[src/sv/unique_value_set_table_unit_assert.svh]
// ----------------------------------------------------------------------------
// assertion macros for the value set table
// shared forms for the concurrent checks used in the rtl
// ----------------------------------------------------------------------------
`ifndef UNIQUE_VALUE_SET_TABLE_UNIT_ASSERT_SVH
`define UNIQUE_VALUE_SET_TABLE_UNIT_ASSERT_SVH

// same-cycle implication, disabled in reset
`define UVST_ASSERT_NOW(label, clk, rst, ante, cons, msg) \
   label: assert property (@(posedge clk) disable iff (rst) (ante) |-> (cons)) \
      else $error(msg);

// next-cycle implication, disabled in reset
`define UVST_ASSERT_NEXT(label, clk, rst, ante, cons, msg) \
   label: assert property (@(posedge clk) disable iff (rst) (ante) |=> (cons)) \
      else $error(msg);

`endif

[src/sv/uvst_pkg.sv]
// ----------------------------------------------------------------------------
// uvst_pkg
// shared types and constants of the value set table
// ----------------------------------------------------------------------------
`timescale 1ns / 1ps

package uvst_pkg;

   localparam int CMD_W         = 2;
   localparam int VALUE_W       = 32;
   localparam int ENTRY_COUNT_W = 6;

   // operation codes; the unused code behaves as a query
   typedef enum logic [CMD_W-1:0] {
      CMD_INSERT = 2'd0,
      CMD_DELETE = 2'd1,
      CMD_QUERY  = 2'd2
   } cmd_type;

   // sequencer states, one-hot
   typedef enum logic [3:0] {
      ST_IDLE  = 4'b0001,
      ST_SCAN  = 4'b0010,
      ST_SHIFT = 4'b0100,
      ST_RESP  = 4'b1000
   } state_type;

   // memory port control from the sequencer
   typedef struct packed {
      logic rd_en;
      logic wr_en;
      logic wr_from_ram;
   } ram_ctl_type;

   // result flags from the sequencer
   typedef struct packed {
      logic done;
      logic was_present;
      logic full_refused;
   } seq_result_type;

endpackage

[src/sv/uvst_ram.sv]
// ----------------------------------------------------------------------------
// uvst_ram
// generic single write, single read memory with registered read data
// ----------------------------------------------------------------------------
`timescale 1ns / 1ps

module uvst_ram #(
   parameter int WIDTH = 32,
   parameter int DEPTH = 32
) (
   input  logic                     clock,
   input  logic                     wr_en,
   input  logic [$clog2(DEPTH)-1:0] wr_addr,
   input  logic [WIDTH-1:0]         wr_data,
   input  logic                     rd_en,
   input  logic [$clog2(DEPTH)-1:0] rd_addr,
   output logic [WIDTH-1:0]         rd_data
);

   logic [WIDTH-1:0] mem_ff [DEPTH];
   logic [WIDTH-1:0] rd_data_ff;

   // write port
   always_ff @(posedge clock) begin
      if (wr_en) begin
         mem_ff[wr_addr] <= wr_data;
      end
   end

   // registered read port
   always_ff @(posedge clock) begin
      if (rd_en) begin
         rd_data_ff <= mem_ff[rd_addr];
      end
   end

   assign rd_data = rd_data_ff;

endmodule

[src/sv/uvst_seq.sv]
// ----------------------------------------------------------------------------
// uvst_seq
// sequencer: scans the list one entry a cycle, appends a new value on insert
// when room remains and closes the gap on delete with a read-ahead move loop
// ----------------------------------------------------------------------------
`timescale 1ns / 1ps

`include "unique_value_set_table_unit_assert.svh"

module uvst_seq
   import uvst_pkg::*;
#(
   parameter int CAPACITY = 32
) (
   input  logic                        clock,
   input  logic                        reset,
   input  logic                        req_accept,
   input  logic [CMD_W-1:0]            cmd,
   input  logic                        rd_match,
   input  logic                        slot_free,
   output logic                        idle,
   output ram_ctl_type                 ram_ctl,
   output logic [$clog2(CAPACITY)-1:0] rd_addr,
   output logic [$clog2(CAPACITY)-1:0] wr_addr,
   output logic [$clog2(CAPACITY+1)-1:0] count,
   output seq_result_type              result
);

   localparam int AW = $clog2(CAPACITY);
   localparam int CW = $clog2(CAPACITY + 1);

   state_type       state_ff, state_in;
   logic [CW-1:0]   idx_ff, idx_in;
   logic            pend_ff, pend_in;
   logic [CW-1:0]   count_ff, count_in;
   logic            present_ff, present_in;
   logic            refused_ff, refused_in;

   logic            more;
   logic            hit;
   logic            full;
   logic [CW-1:0]   dest;

   assign more = (idx_ff != count_ff);
   assign hit  = pend_ff && rd_match;
   assign full = (count_ff == CW'(CAPACITY));
   assign dest = idx_ff - CW'(2);

   // next state and memory control
   always_comb begin
      state_in    = state_ff;
      idx_in      = idx_ff;
      pend_in     = pend_ff;
      count_in    = count_ff;
      present_in  = present_ff;
      refused_in  = refused_ff;
      ram_ctl     = '0;
      wr_addr     = count_ff[AW-1:0];
      unique case (state_ff)
         ST_IDLE: begin
            if (req_accept) begin
               idx_in     = '0;
               pend_in    = 1'b0;
               present_in = 1'b0;
               refused_in = 1'b0;
               state_in   = ST_SCAN;
            end
         end
         ST_SCAN: begin
            ram_ctl.rd_en = more;
            if (hit) begin
               present_in = 1'b1;
               pend_in    = 1'b0;
               if (cmd == CMD_DELETE) begin
                  state_in = ST_SHIFT;
               end else begin
                  state_in = ST_RESP;
               end
            end else if (!more) begin
               if (cmd == CMD_INSERT) begin
                  if (full) begin
                     refused_in = 1'b1;
                  end else begin
                     ram_ctl.wr_en = 1'b1;
                     count_in      = count_ff + CW'(1);
                  end
               end
               state_in = ST_RESP;
            end else begin
               idx_in  = idx_ff + CW'(1);
               pend_in = 1'b1;
            end
         end
         ST_SHIFT: begin
            // the entry read last cycle moves down to its new place
            ram_ctl.rd_en       = more;
            ram_ctl.wr_en       = pend_ff;
            ram_ctl.wr_from_ram = 1'b1;
            wr_addr             = dest[AW-1:0];
            if (more) begin
               idx_in  = idx_ff + CW'(1);
               pend_in = 1'b1;
            end else begin
               pend_in  = 1'b0;
               count_in = count_ff - CW'(1);
               state_in = ST_RESP;
            end
         end
         ST_RESP: begin
            if (slot_free) begin
               state_in = ST_IDLE;
            end
         end
         default: begin
            state_in = ST_IDLE;
         end
      endcase
   end

   // control registers
   always_ff @(posedge clock) begin
      if (reset) begin
         state_ff <= ST_IDLE;
         count_ff <= '0;
         pend_ff  <= 1'b0;
      end else begin
         state_ff <= state_in;
         count_ff <= count_in;
         pend_ff  <= pend_in;
      end
   end

   // working registers
   always_ff @(posedge clock) begin
      idx_ff     <= idx_in;
      present_ff <= present_in;
      refused_ff <= refused_in;
   end

   assign idle                = (state_ff == ST_IDLE);
   assign rd_addr             = idx_ff[AW-1:0];
   assign count               = count_ff;
   assign result.done         = (state_ff == ST_RESP);
   assign result.was_present  = present_ff;
   assign result.full_refused = refused_ff;

   `UVST_ASSERT_NOW(a_count_bound, clock, reset, 1'b1, count_ff <= CW'(CAPACITY),
                    "count above capacity")
   `UVST_ASSERT_NOW(a_refused_full, clock, reset, state_ff == ST_RESP && refused_ff,
                    full && !present_ff, "refusal without full table")
   `UVST_ASSERT_NEXT(a_shift_dec, clock, reset, state_ff == ST_SHIFT && !more,
                     count_ff == $past(count_ff) - CW'(1), "delete did not drop count")
   `UVST_ASSERT_NOW(a_scan_range, clock, reset, state_ff == ST_SCAN || state_ff == ST_SHIFT,
                    idx_ff <= count_ff, "index past count")

endmodule

[src/sv/unique_value_set_table_unit.sv]
// ----------------------------------------------------------------------------
// unique_value_set_table_unit
// set of distinct 32-bit values held as a packed list in a memory
// ----------------------------------------------------------------------------
// channel   direction  ports
// req_      in         req_valid req_ready req_cmd req_value
// rsp_      out        rsp_valid rsp_ready rsp_was_present rsp_entry_count
//                      rsp_full_refused
//
// one request at a time; a query or insert scans the list from the front until
// the value is found or the list ends, and a delete then moves each entry above
// the removed one down by one place to close the gap
// the list is searched through the single memory read port, one entry a cycle
// reset clears the count and the sequencer; list contents need no clearing
// the result register lets the next request in while a result waits
// ----------------------------------------------------------------------------
`timescale 1ns / 1ps

module unique_value_set_table_unit
   import uvst_pkg::*;
#(
   parameter int CAPACITY = 32
) (
   input  logic                     clock,
   input  logic                     reset,
   input  logic                     req_valid,
   output logic                     req_ready,
   input  logic [CMD_W-1:0]         req_cmd,
   input  logic [VALUE_W-1:0]       req_value,
   output logic                     rsp_valid,
   input  logic                     rsp_ready,
   output logic                     rsp_was_present,
   output logic [ENTRY_COUNT_W-1:0] rsp_entry_count,
   output logic                     rsp_full_refused
);

   localparam int AW = $clog2(CAPACITY);
   localparam int CW = $clog2(CAPACITY + 1);

   logic                     req_accept;
   logic [CMD_W-1:0]         cmd_ff;
   logic [VALUE_W-1:0]       value_ff;
   logic                     idle;
   ram_ctl_type              ram_ctl;
   logic [AW-1:0]            rd_addr;
   logic [AW-1:0]            wr_addr;
   logic [VALUE_W-1:0]       rd_data;
   logic [VALUE_W-1:0]       wr_data;
   logic [CW-1:0]            count;
   seq_result_type           result;
   logic                     rd_match;
   logic                     slot_free;
   logic                     rsp_load;
   logic                     rsp_valid_ff, rsp_valid_in;
   logic                     was_present_ff;
   logic [ENTRY_COUNT_W-1:0] entry_count_ff;
   logic                     full_refused_ff;

   assign req_ready  = idle;
   assign req_accept = req_valid && req_ready;

   // request capture
   always_ff @(posedge clock) begin
      if (req_accept) begin
         cmd_ff   <= req_cmd;
         value_ff <= req_value;
      end
   end

   // shared compare against the stored entry and write data select
   assign rd_match = (rd_data == value_ff);
   assign wr_data  = ram_ctl.wr_from_ram ? rd_data : value_ff;

   uvst_ram #(
      .WIDTH (VALUE_W),
      .DEPTH (CAPACITY)
   ) u_ram (
      .clock   (clock),
      .wr_en   (ram_ctl.wr_en),
      .wr_addr (wr_addr),
      .wr_data (wr_data),
      .rd_en   (ram_ctl.rd_en),
      .rd_addr (rd_addr),
      .rd_data (rd_data)
   );

   uvst_seq #(
      .CAPACITY (CAPACITY)
   ) u_seq (
      .clock      (clock),
      .reset      (reset),
      .req_accept (req_accept),
      .cmd        (cmd_ff),
      .rd_match   (rd_match),
      .slot_free  (slot_free),
      .idle       (idle),
      .ram_ctl    (ram_ctl),
      .rd_addr    (rd_addr),
      .wr_addr    (wr_addr),
      .count      (count),
      .result     (result)
   );

   // result register
   assign slot_free    = !rsp_valid_ff || rsp_ready;
   assign rsp_load     = result.done && slot_free;
   assign rsp_valid_in = rsp_load || (rsp_valid_ff && !rsp_ready);

   always_ff @(posedge clock) begin
      if (reset) begin
         rsp_valid_ff <= 1'b0;
      end else begin
         rsp_valid_ff <= rsp_valid_in;
      end
   end

   always_ff @(posedge clock) begin
      if (rsp_load) begin
         was_present_ff  <= result.was_present;
         entry_count_ff  <= ENTRY_COUNT_W'(count);
         full_refused_ff <= result.full_refused;
      end
   end

   assign rsp_valid        = rsp_valid_ff;
   assign rsp_was_present  = was_present_ff;
   assign rsp_entry_count  = entry_count_ff;
   assign rsp_full_refused = full_refused_ff;

endmodule
[config.mk]
export PLATFORM = sky130hd
export DESIGN_NAME = unique_value_set_table_unit
export DESIGN_NICKNAME = d
export VERILOG_FILES = /design/src/sv/uvst_pkg.sv /design/src/sv/uvst_ram.sv /design/src/sv/uvst_seq.sv /design/src/sv/unique_value_set_table_unit.sv
export VERILOG_INCLUDE_DIRS = /design/src /design/src/sv
export SDC_FILE = /design/constraint.sdc
export NUM_CORES = 1
export LEC_CHECK = 0
export ABC_CLOCK_PERIOD_IN_PS = 4500
export BUFFER_PORTS_ARGS = -buffer_cell sky130_fd_sc_hd__buf_2
export CORE_ASPECT_RATIO = 0.7
export CORE_UTILIZATION = 24
export CTS_CLUSTER_SIZE = 8
export DETAILED_ROUTE_END_ITERATION = 10
export PLACE_DENSITY_LB_ADDON = 0.12
export REMOVE_ABC_BUFFERS = 1
export SYNTH_ARGS = -nofsm -noshare
export SYNTH_HDL_FRONTEND = slang
export SYNTH_SLANG_ARGS = --single-unit
export TNS_END_PERCENT = 50
[constraint.sdc]
create_clock -name clock -period 4.5 [get_ports clock]
set_input_delay 0.675 -clock clock [delete_from_list [all_inputs] [get_ports clock]]
set_output_delay 0.675 -clock clock [all_outputs]
set_load 0.1 [all_outputs]
# Word-level counts from Yosys, hierarchy flattened
# Memories as Yosys holds them, arrays and structs flattened. A register that Yosys moved wholly into a read port is not among the register bits.
# Cells that the tools add are included.
classes:
  n_addsub: 4
  eq_ne: 18
  n_mux: 38
  reduce_logical: 18
ops:
  columns: ["cell", "count"]
  rows:
  - ["$mux 6", 8]
  - ["$eq 32x32->1", 1]
  - ["$mux 32", 1]
  - ["$mux 4", 5]
  - ["$pmux 6 s3", 1]
  - ["$mux 1", 16]
  - ["$pmux 4 s4", 1]
  - ["$add 6x1->6 const B", 2]
  - ["$pmux 6 s2", 1]
  - ["$reduce_and 6->1", 2]
  - ["$ne 2x1->1 const B", 5]
  - ["$reduce_and 3->1", 3]
  - ["$ne 2x2->1 const B", 4]
  - ["$eq 6x6->1 const B", 1]
  - ["$ne 6x6->1", 1]
  - ["$sub 6x1->6 const B", 1]
  - ["$mux 5", 1]
  - ["$sub 5x2->5 const B", 1]
  - ["$eq 4x1->1 const B", 1]
  - ["$eq 4x2->1 const B", 1]
  - ["$eq 4x3->1 const B", 1]
  - ["$eq 4x4->1 const B", 1]
  - ["$logic_and 1x1->1", 4]
  - ["$pmux 1 s2", 2]
  - ["10 further kinds", 13]
word_totals:
  register_bits: 62
  ramBits: 1024
  input_bits: 38
  output_inout_bits: 10
  word_cells: 91
  mem_count: 1
memory_table:
  columns: ["name", "depth", "word_bits", "rd", "rd_ports_with_merged_regs", "write_ports", "line", "source"]
  rows:
  - ["u_ram.mem_ff", 32, 32, 1, 1, 1, "uvst_ram.sv:20", "logic [WIDTH-1:0] mem_ff [DEPTH];"]

# Longest topological paths before layout
# Gate-level depths: netlist (run 1).
logic_depth:
  word_depth: 8
  mapped_depth: 12
  mapped_depth_nobuf: 10

# Hierarchy
# From an unflattened synthesis (run 1), not the netlist that was laid out.
unflattened:
  cells_unflattened: 2548
  area_unflattened_um2: 44169.9
modules_own_cells:
  columns: ["module", "n_inst", "cells_each", "area_per_inst_um2", "seq_area_each_um2"]
  rows:
  - ["uvst_ram", 1, 2260, 40805.4, 31710.4]
  - ["unique_value_set_table_unit", 1, 127, 2043.2, 1281.2]
  - ["uvst_seq", 1, 161, 1321.3, 460.4]

# Worst setup path after synthesis (run 1)
# OpenSTA, ideal clock, no wires.
synth_path:
  kind: "reg2reg"
  startpoint: "reg u_seq.state_ff[3]"
  endpoint: "reg cmd_ff[0], enable pin"
  setup_ns: 0.389
  arrival_time_ns: 4.899
  required_time_ns: 4.111
  path_slack_ns: -0.788
  path_stages_with_launch: 4
  n_path_buf: 0
  synth_period_minus_slack_ns: 5.288
  path_cell_list: "dfxtp_1 -> nor4b_1 -> nand2_1 -> inv_1"
synth_via:
  elab_chain_len: 2
synth_rtl:
  columns: ["element", "line", "source"]
  rows:
  - ["start: declaration", "uvst_seq.sv:32", "state_type state_ff, state_in;"]
  - ["start signal: assignment", "uvst_seq.sv:127", "state_ff <= state_in;"]
  - ["$eq 4x1->1", "uvst_seq.sv:140", "assign idle = (state_ff == ST_IDLE);"]
  - ["named net req_ready", "unique_value_set_table_unit.sv:27", "output logic req_ready,"]
  - ["$logic_and 1x1->1", "unique_value_set_table_unit.sv:60", "assign req_accept = req_valid && req_ready;"]
  - ["named net req_accept", "unique_value_set_table_unit.sv:40", "logic req_accept;"]
  - ["end signal: assignment", "unique_value_set_table_unit.sv:65", "cmd_ff <= req_cmd;"]
  - ["end: declaration", "unique_value_set_table_unit.sv:41", "logic [CMD_W-1:0] cmd_ff;"]
# The timed path passes the listed nets, and every way through them passes these cells.
# A chain may end at the register's enable or synchronous reset.

# Worst setup path in the final report (run 1)
layout_path:
  startpoint: "reg u_seq.idx_ff[1]"
  endpoint: "mem u_ram.mem_ff[17][19], enable pin"
layout_via:
  elab_chain_len: 6
  elab_cells_between_ends: 8
  cone_classes: "1 x add/sub; 1 x eq/ne; 6 x mux"
layout_rtl:
  columns: ["element", "line", "source"]
  rows:
  - ["start: declaration", "uvst_seq.sv:33", "logic [CW-1:0] idx_ff, idx_in;"]
  - ["start signal: assignment", "uvst_seq.sv:135", "idx_ff <= idx_in;"]
  - ["$ne 6x6->1", "uvst_seq.sv:44", "assign more = (idx_ff != count_ff);"]
  - ["$mux 1", "uvst_seq.sv:79", "end else if (!more) begin"]
  - ["$mux 1", "uvst_seq.sv:71", "if (hit) begin"]
  - ["$pmux 2 s2", "uvst_seq.sv:59", "unique case (state_ff)"]
  - ["$mux 1", "uvst_ram.sv:25", "if (wr_en) begin"]
  - ["$mux 1 (not written as such)", "uvst_ram.sv:26", "mem_ff[wr_addr] <= wr_data;"]
  - ["end: declaration", "uvst_ram.sv:20", null]
# Parallel ways exist; a longest one is shown, timed or not.

==> impl_results.md, run 1 <==
- Worst r2r dst: u_ram.mem_ff[17][19]
- Setup TNS: 0 ns
- TritonCTS buffer count: 158
- Prevailing post-synth register cell: edfxtp_1
- Setup WS pre-CTS: 0.605 ns
- R2R Path Start: u_seq.idx_ff[1]
- Ys async rst share: 0%
- Pwr per Cell Area: 461 mW/mm2
- Residual DRC: 0
- Largest vdd supply drop: 358 uV
- Placeable Area: 0.179 mm2
- Cell mode on critical path: buf_4
- Crit path DAT: 4.32 ns
- Syn avg cell area: 22.9 um2
- Total power: 0.0237 W
- Layout Nets: 2,155
- WS Path Type: register to register
- WP data required: 4.94 ns
- Number of synthesized flops with an enable pin: 1,106
- Hold path start: req_value[2]
- Die ar.: 0.182 mm2
- H-tree depth: 4
- Final setup viols: 0
- Buffers on Ports: 47
- CP max stage cell: nor2_4
- Fmax: 0.258 GHz
- Hold path depth: 1
- Worst Reg-to-Reg Cells: 10
- Commonest non-fill, non-tap cell in the layout: edfxtp_1
- Die Ht: 358 um
- Post-synthesis cell count: 1,896
- Largest net degree at the start of global routing: 146
- Status: finished clean
- Overall Global Routing Usage: 14.3%
- Clock buffer depth: 3
- First-pass GRT wire length: 178 mm
- Clk root buf: clkbuf_16
- WL/cell: 28.5 um
- P&R area growth vs syn: 18.9%
- Fin. Hold Viols: 0
- FILL cells: 17,379
- Yosys cell types: 46
- Vias per cell: 4.50
- Post-synthesis sequential area ratio: 77.2%
- Die X: 510 um
- Yosys reg bits: 1,118
- RD Place Congestion: 0.744
- YS warnings: 0
- Max incr delay on CP: 0.83 ns
- Post-CTS Resized: 0
- Hpwl dp: 76.6 mm
- Clock skew: 0.0294 ns
- Clock Sinks: 1,118
- Hold Path Class: input pin to register
- Commonest non-fill, non-tap cells in the layout: edfxtp_1, mux4_2, clkbuf_16, nand2_1, buf_4
- Worst Setup End Kind: register
- Hold Path End: value_ff[2]
- RSZ-0062 raised after global routing: no
- CP Max Fanout: 20
- Initial Util: 24.2%
- Fin worst setup slack: 0.622 ns
- Vias in the first global route: 21,562
- DRT Pass-1 Iters: 5
- R2R Setup Slk: 0.62 ns
- Period minus WS final: 3.88 ns
- Share of cells above drive strength 1: 33.3%
- DRT antenna net count: 0
- Hold Worst Slack: 0.0787 ns
- Reg clk slew, reported paths: 0.06 ns
- CP Cell Sequence: xor2_1 -> nor4_1 -> buf_4 -> nand3_1 -> nor2_1 -> a41oi_2 -> buf_4 -> buf_4 -> nor2_4 -> buf_4
- Post-Syn Area: 0.0433 mm2
- Initial drt markers: 2,118
- Vias: 20,331
- Max_slew headroom: 10.7%
- Count of final max-slew check failures: 0
- Final worst path period share: 86.2%
- Max-cap violations: 0
- Critical Path Start Type: register
- Initial antenna violation count: 7
- Final WL: 129 mm
- TritonCTS clock tree: yes
- I/O pin count: 48
- Placement Rows: 130
- Leakage: 15.7 nW
- Total congestion overflow: 0
- Clock Latency Late Sink: 0.78 ns
- Tightest Pin Transition: 1.34 ns
==> repair_timing <==
action / in CTS / in global routing
setup buffers: 0 / 0
hold buffers: 1 / 0
endpoints found under the hold margin: 1 / 0
==> metrics by stage <==
step	util (%)	area [um2]	cells
floorplan	-	42900	1806
global placement	26.3	47200	4324
detailed placement	26.3	47200	4324
CTS	28.7	51500	4510
global route	28.7	51500	4511
finish	28.7	51500	4513
==> critical path: cells and delay by family, from the launching register on <==
family	cells	cell delay (ns)
AO/OA/AOI/OAI	1	0.19
AND/OR/NAND/NOR	4	1.59
buffers and inverters	4	1.02
flip-flops	1	0.53
XOR/XNOR	1	0.20
==> power by group <==
part | switching, W | internal (W)
registers | 0.0000406 | 0.0116
clock network | 0.00437 | 0.00635
logic | 0.000834 | 0.000565
==> cell families after synthesis <==
group | synth area share (%)
DFF | 77.2
muxes | 17.5
and+or+nand+nor | 2.40
buffers and inverters | 1.15
xor gates and xnor gates | 0.990
AOI/OAI and AO/OA | 0.574
adders and majority gates | 0.248
==> worst max path at each step <==
stage	from	to	slack, ns	depth (start not counted)
2_1_floorplan	u_seq.idx_ff[0]	u_ram.mem_ff[24][0]	-8.61	6
3_3_place_gp	u_seq.idx_ff[1]	u_ram.mem_ff[17][24]	0.48	10
3_5_place_dp	u_seq.idx_ff[1]	u_ram.mem_ff[17][3]	0.60	10
4_1_cts	u_seq.idx_ff[1]	u_ram.mem_ff[17][25]	0.55	10
5_1_grt	u_seq.idx_ff[1]	u_ram.mem_ff[17][19]	0.41	10
6_report	u_seq.idx_ff[1]	u_ram.mem_ff[17][19]	0.62	10
==> metal layers <==
metal	wire length (um)	share of wire, %	up-vias	track usage (%)
met1	62400	49	11194	21.0
met5	0	0	-	0
met4	2470	1.9	0	4.07
met2	57500	45	568	21.4
li1	-	-	8396	-
met3	6200	4.8	173	2.70
==> final cells by class <==
type / count / area [um2] / area share, %
Sequential cell: 1118 / 33500 / 64.9
Multi-Input combinational cell: 680 / 9680 / 18.8
Clock buffer: 172 / 4090 / 7.94
Tap cell: 2376 / 2970 / 5.77
Timing Repair Buffer: 143 / 1120 / 2.18
Clock inverter: 13 / 169 / 0.328
Inverter: 8 / 30.0 / 0.0583
Antenna cell: 3 / 7.51 / 0.0146
==> Yosys cell counts (2+ instances only) <==
| master | instances | area [um2] |
|---|---|---|
| a41oi_1 | 4 | 35.0 |
| nand2b_1 | 4 | 25.0 |
| clkbuf_1 | 40 | 150 |
| nand3_1 | 13 | 65.1 |
| mux4_2 | 320 | 7210 |
| a21oi_1 | 14 | 70.1 |
| buf_6 | 5 | 56.3 |
| nor4b_1 | 2 | 17.5 |
| nand2_1 | 113 | 424 |
| a31oi_1 | 3 | 18.8 |
| nor2b_1 | 5 | 31.3 |
| buf_4 | 20 | 150 |
| nor4_1 | 4 | 25.0 |
| or4_1 | 4 | 30.0 |
| inv_1 | 7 | 26.3 |
| edfxtp_1 | 1106 | 33200 |
| nor3_1 | 6 | 30.0 |
| buf_1 | 10 | 37.5 |
| o31ai_1 | 4 | 30.0 |
| xor2_1 | 9 | 78.8 |
| mux2_2 | 32 | 360 |
| nor2_1 | 53 | 199 |
| and3b_1 | 2 | 17.5 |
| buf_2 | 15 | 75.1 |
| xnor2_1 | 40 | 350 |
| and2_1 | 2 | 12.5 |
| a211oi_1 | 2 | 15.0 |
| or3_1 | 2 | 12.5 |
| nand4_1 | 12 | 75.1 |
| nand3b_1 | 2 | 15.0 |
| dfxtp_1 | 12 | 240 |
| ha_1 | 7 | 87.6 |
| o21ai_0 | 9 | 45.0 |
==> sequential cells by signal (all words and copies together), names as in the netlist, 2 cells and up <==
register         cells
cmd_ff               2
rsp_entry_count      6
u_ram.mem_ff      1024
u_ram.rd_data       32
u_seq.count          6
u_seq.idx_ff         6
u_seq.state_ff       4
value_ff            32
Power figures use the tool's default switching activity.
==> run 2: changes to the inputs <==
--- a/config.mk
+++ b/config.mk
@@ -9,6 +9,7 @@
 export ABC_CLOCK_PERIOD_IN_PS = 4500
 export BUFFER_PORTS_ARGS = -buffer_cell sky130_fd_sc_hd__buf_2
 export CORE_ASPECT_RATIO = 0.7
+export CORE_MARGIN = 2
 export CORE_UTILIZATION = 24
 export CTS_CLUSTER_SIZE = 8
 export DETAILED_ROUTE_END_ITERATION = 10
==> impl_results.md, run 2 (synthesized netlist as in run 1, its figures left out) <==
- Status: finished clean
- Vias per cell: 4.49
- Post-CTS setup buffers: 0
- DRT Pass-1 Iters: 5
- Leakage: 15.7 nW
- Commonest non-fill, non-tap cell in the layout: edfxtp_1
- Layout Nets: 2,162
- Die X: 512 um
- R2R Path Start: value_ff[11]
- Placed cells: 4,332
- Largest net degree at the start of global routing: 135
- Critical Path Start Type: register
- H-tree depth: 4
- Commonest non-fill, non-tap cells in the layout: edfxtp_1, mux4_2, clkbuf_16, nand2_1, buf_4
- DRT antenna net count: 0
- Hpwl dp: 79.9 mm
- Hold path depth: 1
- Die ar.: 0.184 mm2
- Hold Path End: cmd_ff[0]
- CP max stage cell: a41oi_2
- Reg clk slew, reported paths: 0.05 ns
- I/O pin count: 48
- Worst Setup End Kind: register
- Fin. Hold Viols: 0
- Final Non-Filler Cells: 4,522
- Hold Path Class: input pin to register
- Vias: 20,324
- Initial Util: 24.2%
- RD Place Congestion: 0.729
- Count of final max-slew check failures: 0
- Clock Sinks: 1,118
- Clock skew: 0.0271 ns
- Share of cells above drive strength 1: 33.7%
- Placeable Area: 0.179 mm2
- TritonCTS clock tree: yes
- Crit path DAT: 4.61 ns
- Buffers & Inverters on Critical Path: 2
- R2R Setup Slk: 0.35 ns
- RSZ-0062 raised after global routing: no
- Die Ht: 360 um
- Post-CTS Resized: 0
- P&R area growth vs syn: 19.3%
- WP data required: 4.96 ns
- Buffers on Ports: 47
- Initial drt markers: 1,901
- CP Max Fanout: 22
- Placement Rows: 130
- Clock buffer depth: 3
- Total power: 0.0238 W
- Hold path start: req_cmd[0]
- Period minus WS final: 4.15 ns
- Clock Latency Late Sink: 0.77 ns
- Largest vdd supply drop: 355 uV
- Pwr per Cell Area: 460 mW/mm2
- Clk root buf: clkbuf_16
- Max incr delay on CP: 1.05 ns
- Total congestion overflow: 0
- Hold Buf Count CTS: 0
- WS Path Type: register to register
- Fmax: 0.241 GHz
- TritonCTS buffer count: 158
- Vias in the first global route: 21,230
- CP Cell Sequence: xnor2_1 -> nand4_1 -> nor4_1 -> nand3_1 -> a41oi_2 -> buf_4 -> nor2_4 -> buf_4
- Final worst path period share: 92.1%
- Initial antenna violation count: 13
- FILL cells: 17,447
- CP delay by family, top: simple AND/OR/NAND/NOR gates
- Hold Worst Slack: 0.0821 ns
- Biggest register: u_ram.mem_ff
- First-pass GRT wire length: 180 mm
- Fin util: 28.8%
- Worst Reg-to-Reg Cells: 8
- Final WL: 131 mm
- Overall Global Routing Usage: 14.2%
- Setup TNS: 0 ns
- Max-cap violations: 0
- Max_slew headroom: 22.3%
- Tightest Pin Transition: 1.16 ns
- Final setup viols: 0
- Worst r2r dst: u_ram.mem_ff[6][6]
- Max reg flops: 1,024
- WL/cell: 29.0 um
- Cell mode on critical path: buf_4
- Residual DRC: 0
run 2: report_power, final:
group / leakage (nW) / total [W] / internal, W / switching (W)
Combinational: 3.58 / 0.00147 / 0.000560 / 0.000907
Sequential: 10.1 / 0.0116 / 0.0116 / 0.0000267
Clock: 2.10 / 0.0107 / 0.00639 / 0.00432
run 2: worst max path at each step:
stage / cells past startpoint / end / start / slack, ns
final: 8 / u_ram.mem_ff[6][6] / value_ff[11] / 0.35
after global routing: 8 / u_ram.mem_ff[6][3] / value_ff[11] / 0.23
after CTS: 8 / u_ram.mem_ff[6][6] / value_ff[11] / 0.31
after detailed placement: 8 / u_ram.mem_ff[6][25] / value_ff[11] / 0.35
after global placement: 8 / u_ram.mem_ff[6][25] / value_ff[11] / 0.34
after floorplan: 6 / u_ram.mem_ff[24][0] / u_seq.idx_ff[0] / -8.61
run 2: through the flow:
step           area [um2]  worst slack (ns)
3_3_place_gp        47400             0.336
4_1_cts             51700             0.311
3_5_place_dp        47400             0.348
2_1_floorplan       42900             -8.61
5_1_grt             51700             0.234
6_report            51700             0.354
run 2: worst reg2reg max path, cell delays in order, from the launching register on:
cell      delay [ns]
edfxtp_1        0.41
xnor2_1         0.67
nand4_1         0.18
nor4_1          0.46
nand3_1         0.47
a41oi_2         1.05
buf_4           0.26
nor2_4          0.04
buf_4           0.26
run 2: area by class of cell:
class	count	area [um2]	area share [%]
diodes	4	10.0	0.0194
clock buffers	174	4120	7.97
clock inverters	12	160	0.310
inverters	8	30.0	0.0581
multi-input cells	680	9690	18.7
flip-flops and latches	1118	33500	64.7
well taps	2376	2970	5.75
repair buffers	150	1270	2.45
run 2: layer usage:
layer | vias up | track usage (%) | wire [um]
met2 | 495 | 20.6 | 56900
met1 | 11243 | 21.1 | 64300
met5 | - | 0 | 24
li1 | 8404 | - | -
met4 | 4 | 4.21 | 3180
met3 | 178 | 3.09 | 6710
==> run 3: changes to the inputs <==
--- a/config.mk
+++ b/config.mk
@@ -11,6 +11,7 @@
 export CORE_ASPECT_RATIO = 0.7
 export CORE_MARGIN = 2
 export CORE_UTILIZATION = 24
+export CTS_BUF_LIST = sky130_fd_sc_hd__clkbuf_16
 export CTS_CLUSTER_SIZE = 8
 export DETAILED_ROUTE_END_ITERATION = 10
 export PLACE_DENSITY_LB_ADDON = 0.12
==> impl_results.md, run 3 (synthesized netlist as in run 1, its figures left out) <==
- Status: finished clean
- Layout Nets: 2,162
- Sequential cell area: 0.0335 mm2
- Worst Setup End Kind: register
- Placeable Area: 0.179 mm2
- First-pass GRT wire length: 180 mm
- Largest net degree at the start of global routing: 135
- CP Cell Sequence: xnor2_1 -> nand4_1 -> nor4_1 -> nand3_1 -> a41oi_2 -> buf_4 -> nor2_4 -> buf_4
- Leakage: 15.8 nW
- Die Ht: 360 um
- Multi-input gate area: 0.00969 mm2
- Commonest non-fill, non-tap cells in the layout: edfxtp_1, mux4_2, clkbuf_16, nand2_1, buf_4
- Share of cells above drive strength 1: 33.7%
- Final worst path period share: 92.5%
- Biggest register: u_ram.mem_ff
- Total power: 0.0237 W
- Die ar.: 0.184 mm2
- Hpwl dp: 79.9 mm
- Buffers & Inverters on Critical Path: 2
- Final WL: 131 mm
- Crit path DAT: 4.62 ns
- Hold Worst Slack: 0.0809 ns
- TritonCTS buffer count: 158
- Placement Rows: 130
- Max-cap violations: 0
- Clock Latency Late Sink: 0.78 ns
- Initial antenna violation count: 13
- Post-CTS setup buffers: 0
- Vias in the first global route: 21,231
- RD Place Congestion: 0.729
- Setup WS pre-CTS: 0.348 ns
- FILL cells: 17,446
- Largest vdd supply drop: 357 uV
- Initial Util: 24.2%
- Critical Path Start Type: register
- Period minus WS final: 4.16 ns
- Die X: 512 um
- DRT Pass-1 Iters: 6
- CP delay by family, top: simple AND/OR/NAND/NOR gates
- Initial drt markers: 1,910
- Fin. Hold Viols: 0
- Vias: 20,236
- Fmax: 0.240 GHz
- H-tree depth: 4
- Vias per cell: 4.47
- Fin worst setup slack: 0.336 ns
- WL/cell: 29.0 um
- Clock buffer depth: 3
- Hold Buf Count CTS: 0
- Clock skew: 0.0281 ns
- Commonest non-fill, non-tap cell in the layout: edfxtp_1
- Cell mode on critical path: buf_4
- Clock Sinks: 1,118
- DRT antenna net count: 0
- WP data required: 4.96 ns
- Final setup viols: 0
- Post-CTS Resized: 0
- RSZ-0062 raised after global routing: no
- Reg clk slew, reported paths: 0.05 ns
- TritonCTS clock tree: yes
- P&R area growth vs syn: 19.3%
- Overall Global Routing Usage: 14.2%
- Total congestion overflow: 0
- Count of final max-slew check failures: 0
- Clk root buf: clkbuf_16
- CP max stage cell: a41oi_2
- I/O pin count: 48
- Pwr per Cell Area: 459 mW/mm2
- Tightest Pin Transition: 1.16 ns
- Residual DRC: 0
- Hold Path Class: input pin to register
- Final Non-Filler Cells: 4,523
- Max_slew headroom: 22.6%
- Max reg flops: 1,024
- CP Max Fanout: 22
- Buffers on Ports: 47
- Placed cells: 4,332
- Max incr delay on CP: 1.07 ns
- WS Path Type: register to register
==> run 3: cell count changes in the layout (fill, tap and decap cells not counted), sizes merged <==
| cell | delta |
|---|---|
| clkbuf | -11 |
| inv | +11 |
| diode | +1 |
==> run 3: area by class of cell <==
| class | instances | area share (%) |
|---|---|---|
| Sequential cell | 1118 | 64.7 |
| Multi-Input combinational cell | 680 | 18.7 |
| Clock buffer | 163 | 7.89 |
| Tap cell | 2376 | 5.75 |
| Timing Repair Buffer | 150 | 2.45 |
| Clock inverter | 23 | 0.390 |
| Inverter | 8 | 0.0581 |
| Antenna cell | 5 | 0.0242 |
==> run 3: routing by layer <==
metal  track usage, %  routed length (um)  vias up  part of all wire, %
met5                0                  24        -                0.018
met4             4.21                3140        4                  2.4
met3             3.09                6760      173                  5.2
met2             20.6               57100      496                   43
met1             21.1               64200    11159                   49
li1                 -                   -     8404                    -
==> run 3: path summary, 6_finish.rpt <==
| kind | slack, ns | startpoint | end | depth (start not counted) |
|---|---|---|---|---|
| worst max-delay path | 0.34 | value_ff[11] | u_ram.mem_ff[6][3] | 8 |
| worst min-delay path | 0.08 | req_cmd[0] | cmd_ff[0] | 1 |
| worst min register to register | 0.43 | u_seq.refused_ff | rsp_full_refused | 0 |
| worst max register to register | 0.34 | value_ff[11] | u_ram.mem_ff[6][3] | 8 |
==> run 3: power breakdown <==
| group | total, W | switching (W) | internal [W] |
|---|---|---|---|
| combinational | 0.00147 | 0.000910 | 0.000561 |
| clock | 0.0107 | 0.00431 | 0.00636 |
| sequential | 0.0116 | 0.0000265 | 0.0116 |
| total | 0.0237 | 0.00524 | 0.0185 |
==> run 3: through the flow <==
step	area (um2)	setup TNS [ns]	utilization, %
2_1_floorplan	42900	-9431.63	-
3_3_place_gp	47400	0	26.4
3_5_place_dp	47400	0	26.4
4_1_cts	51700	0	28.8
5_1_grt	51700	0	28.8
6_report	51700	0	28.8
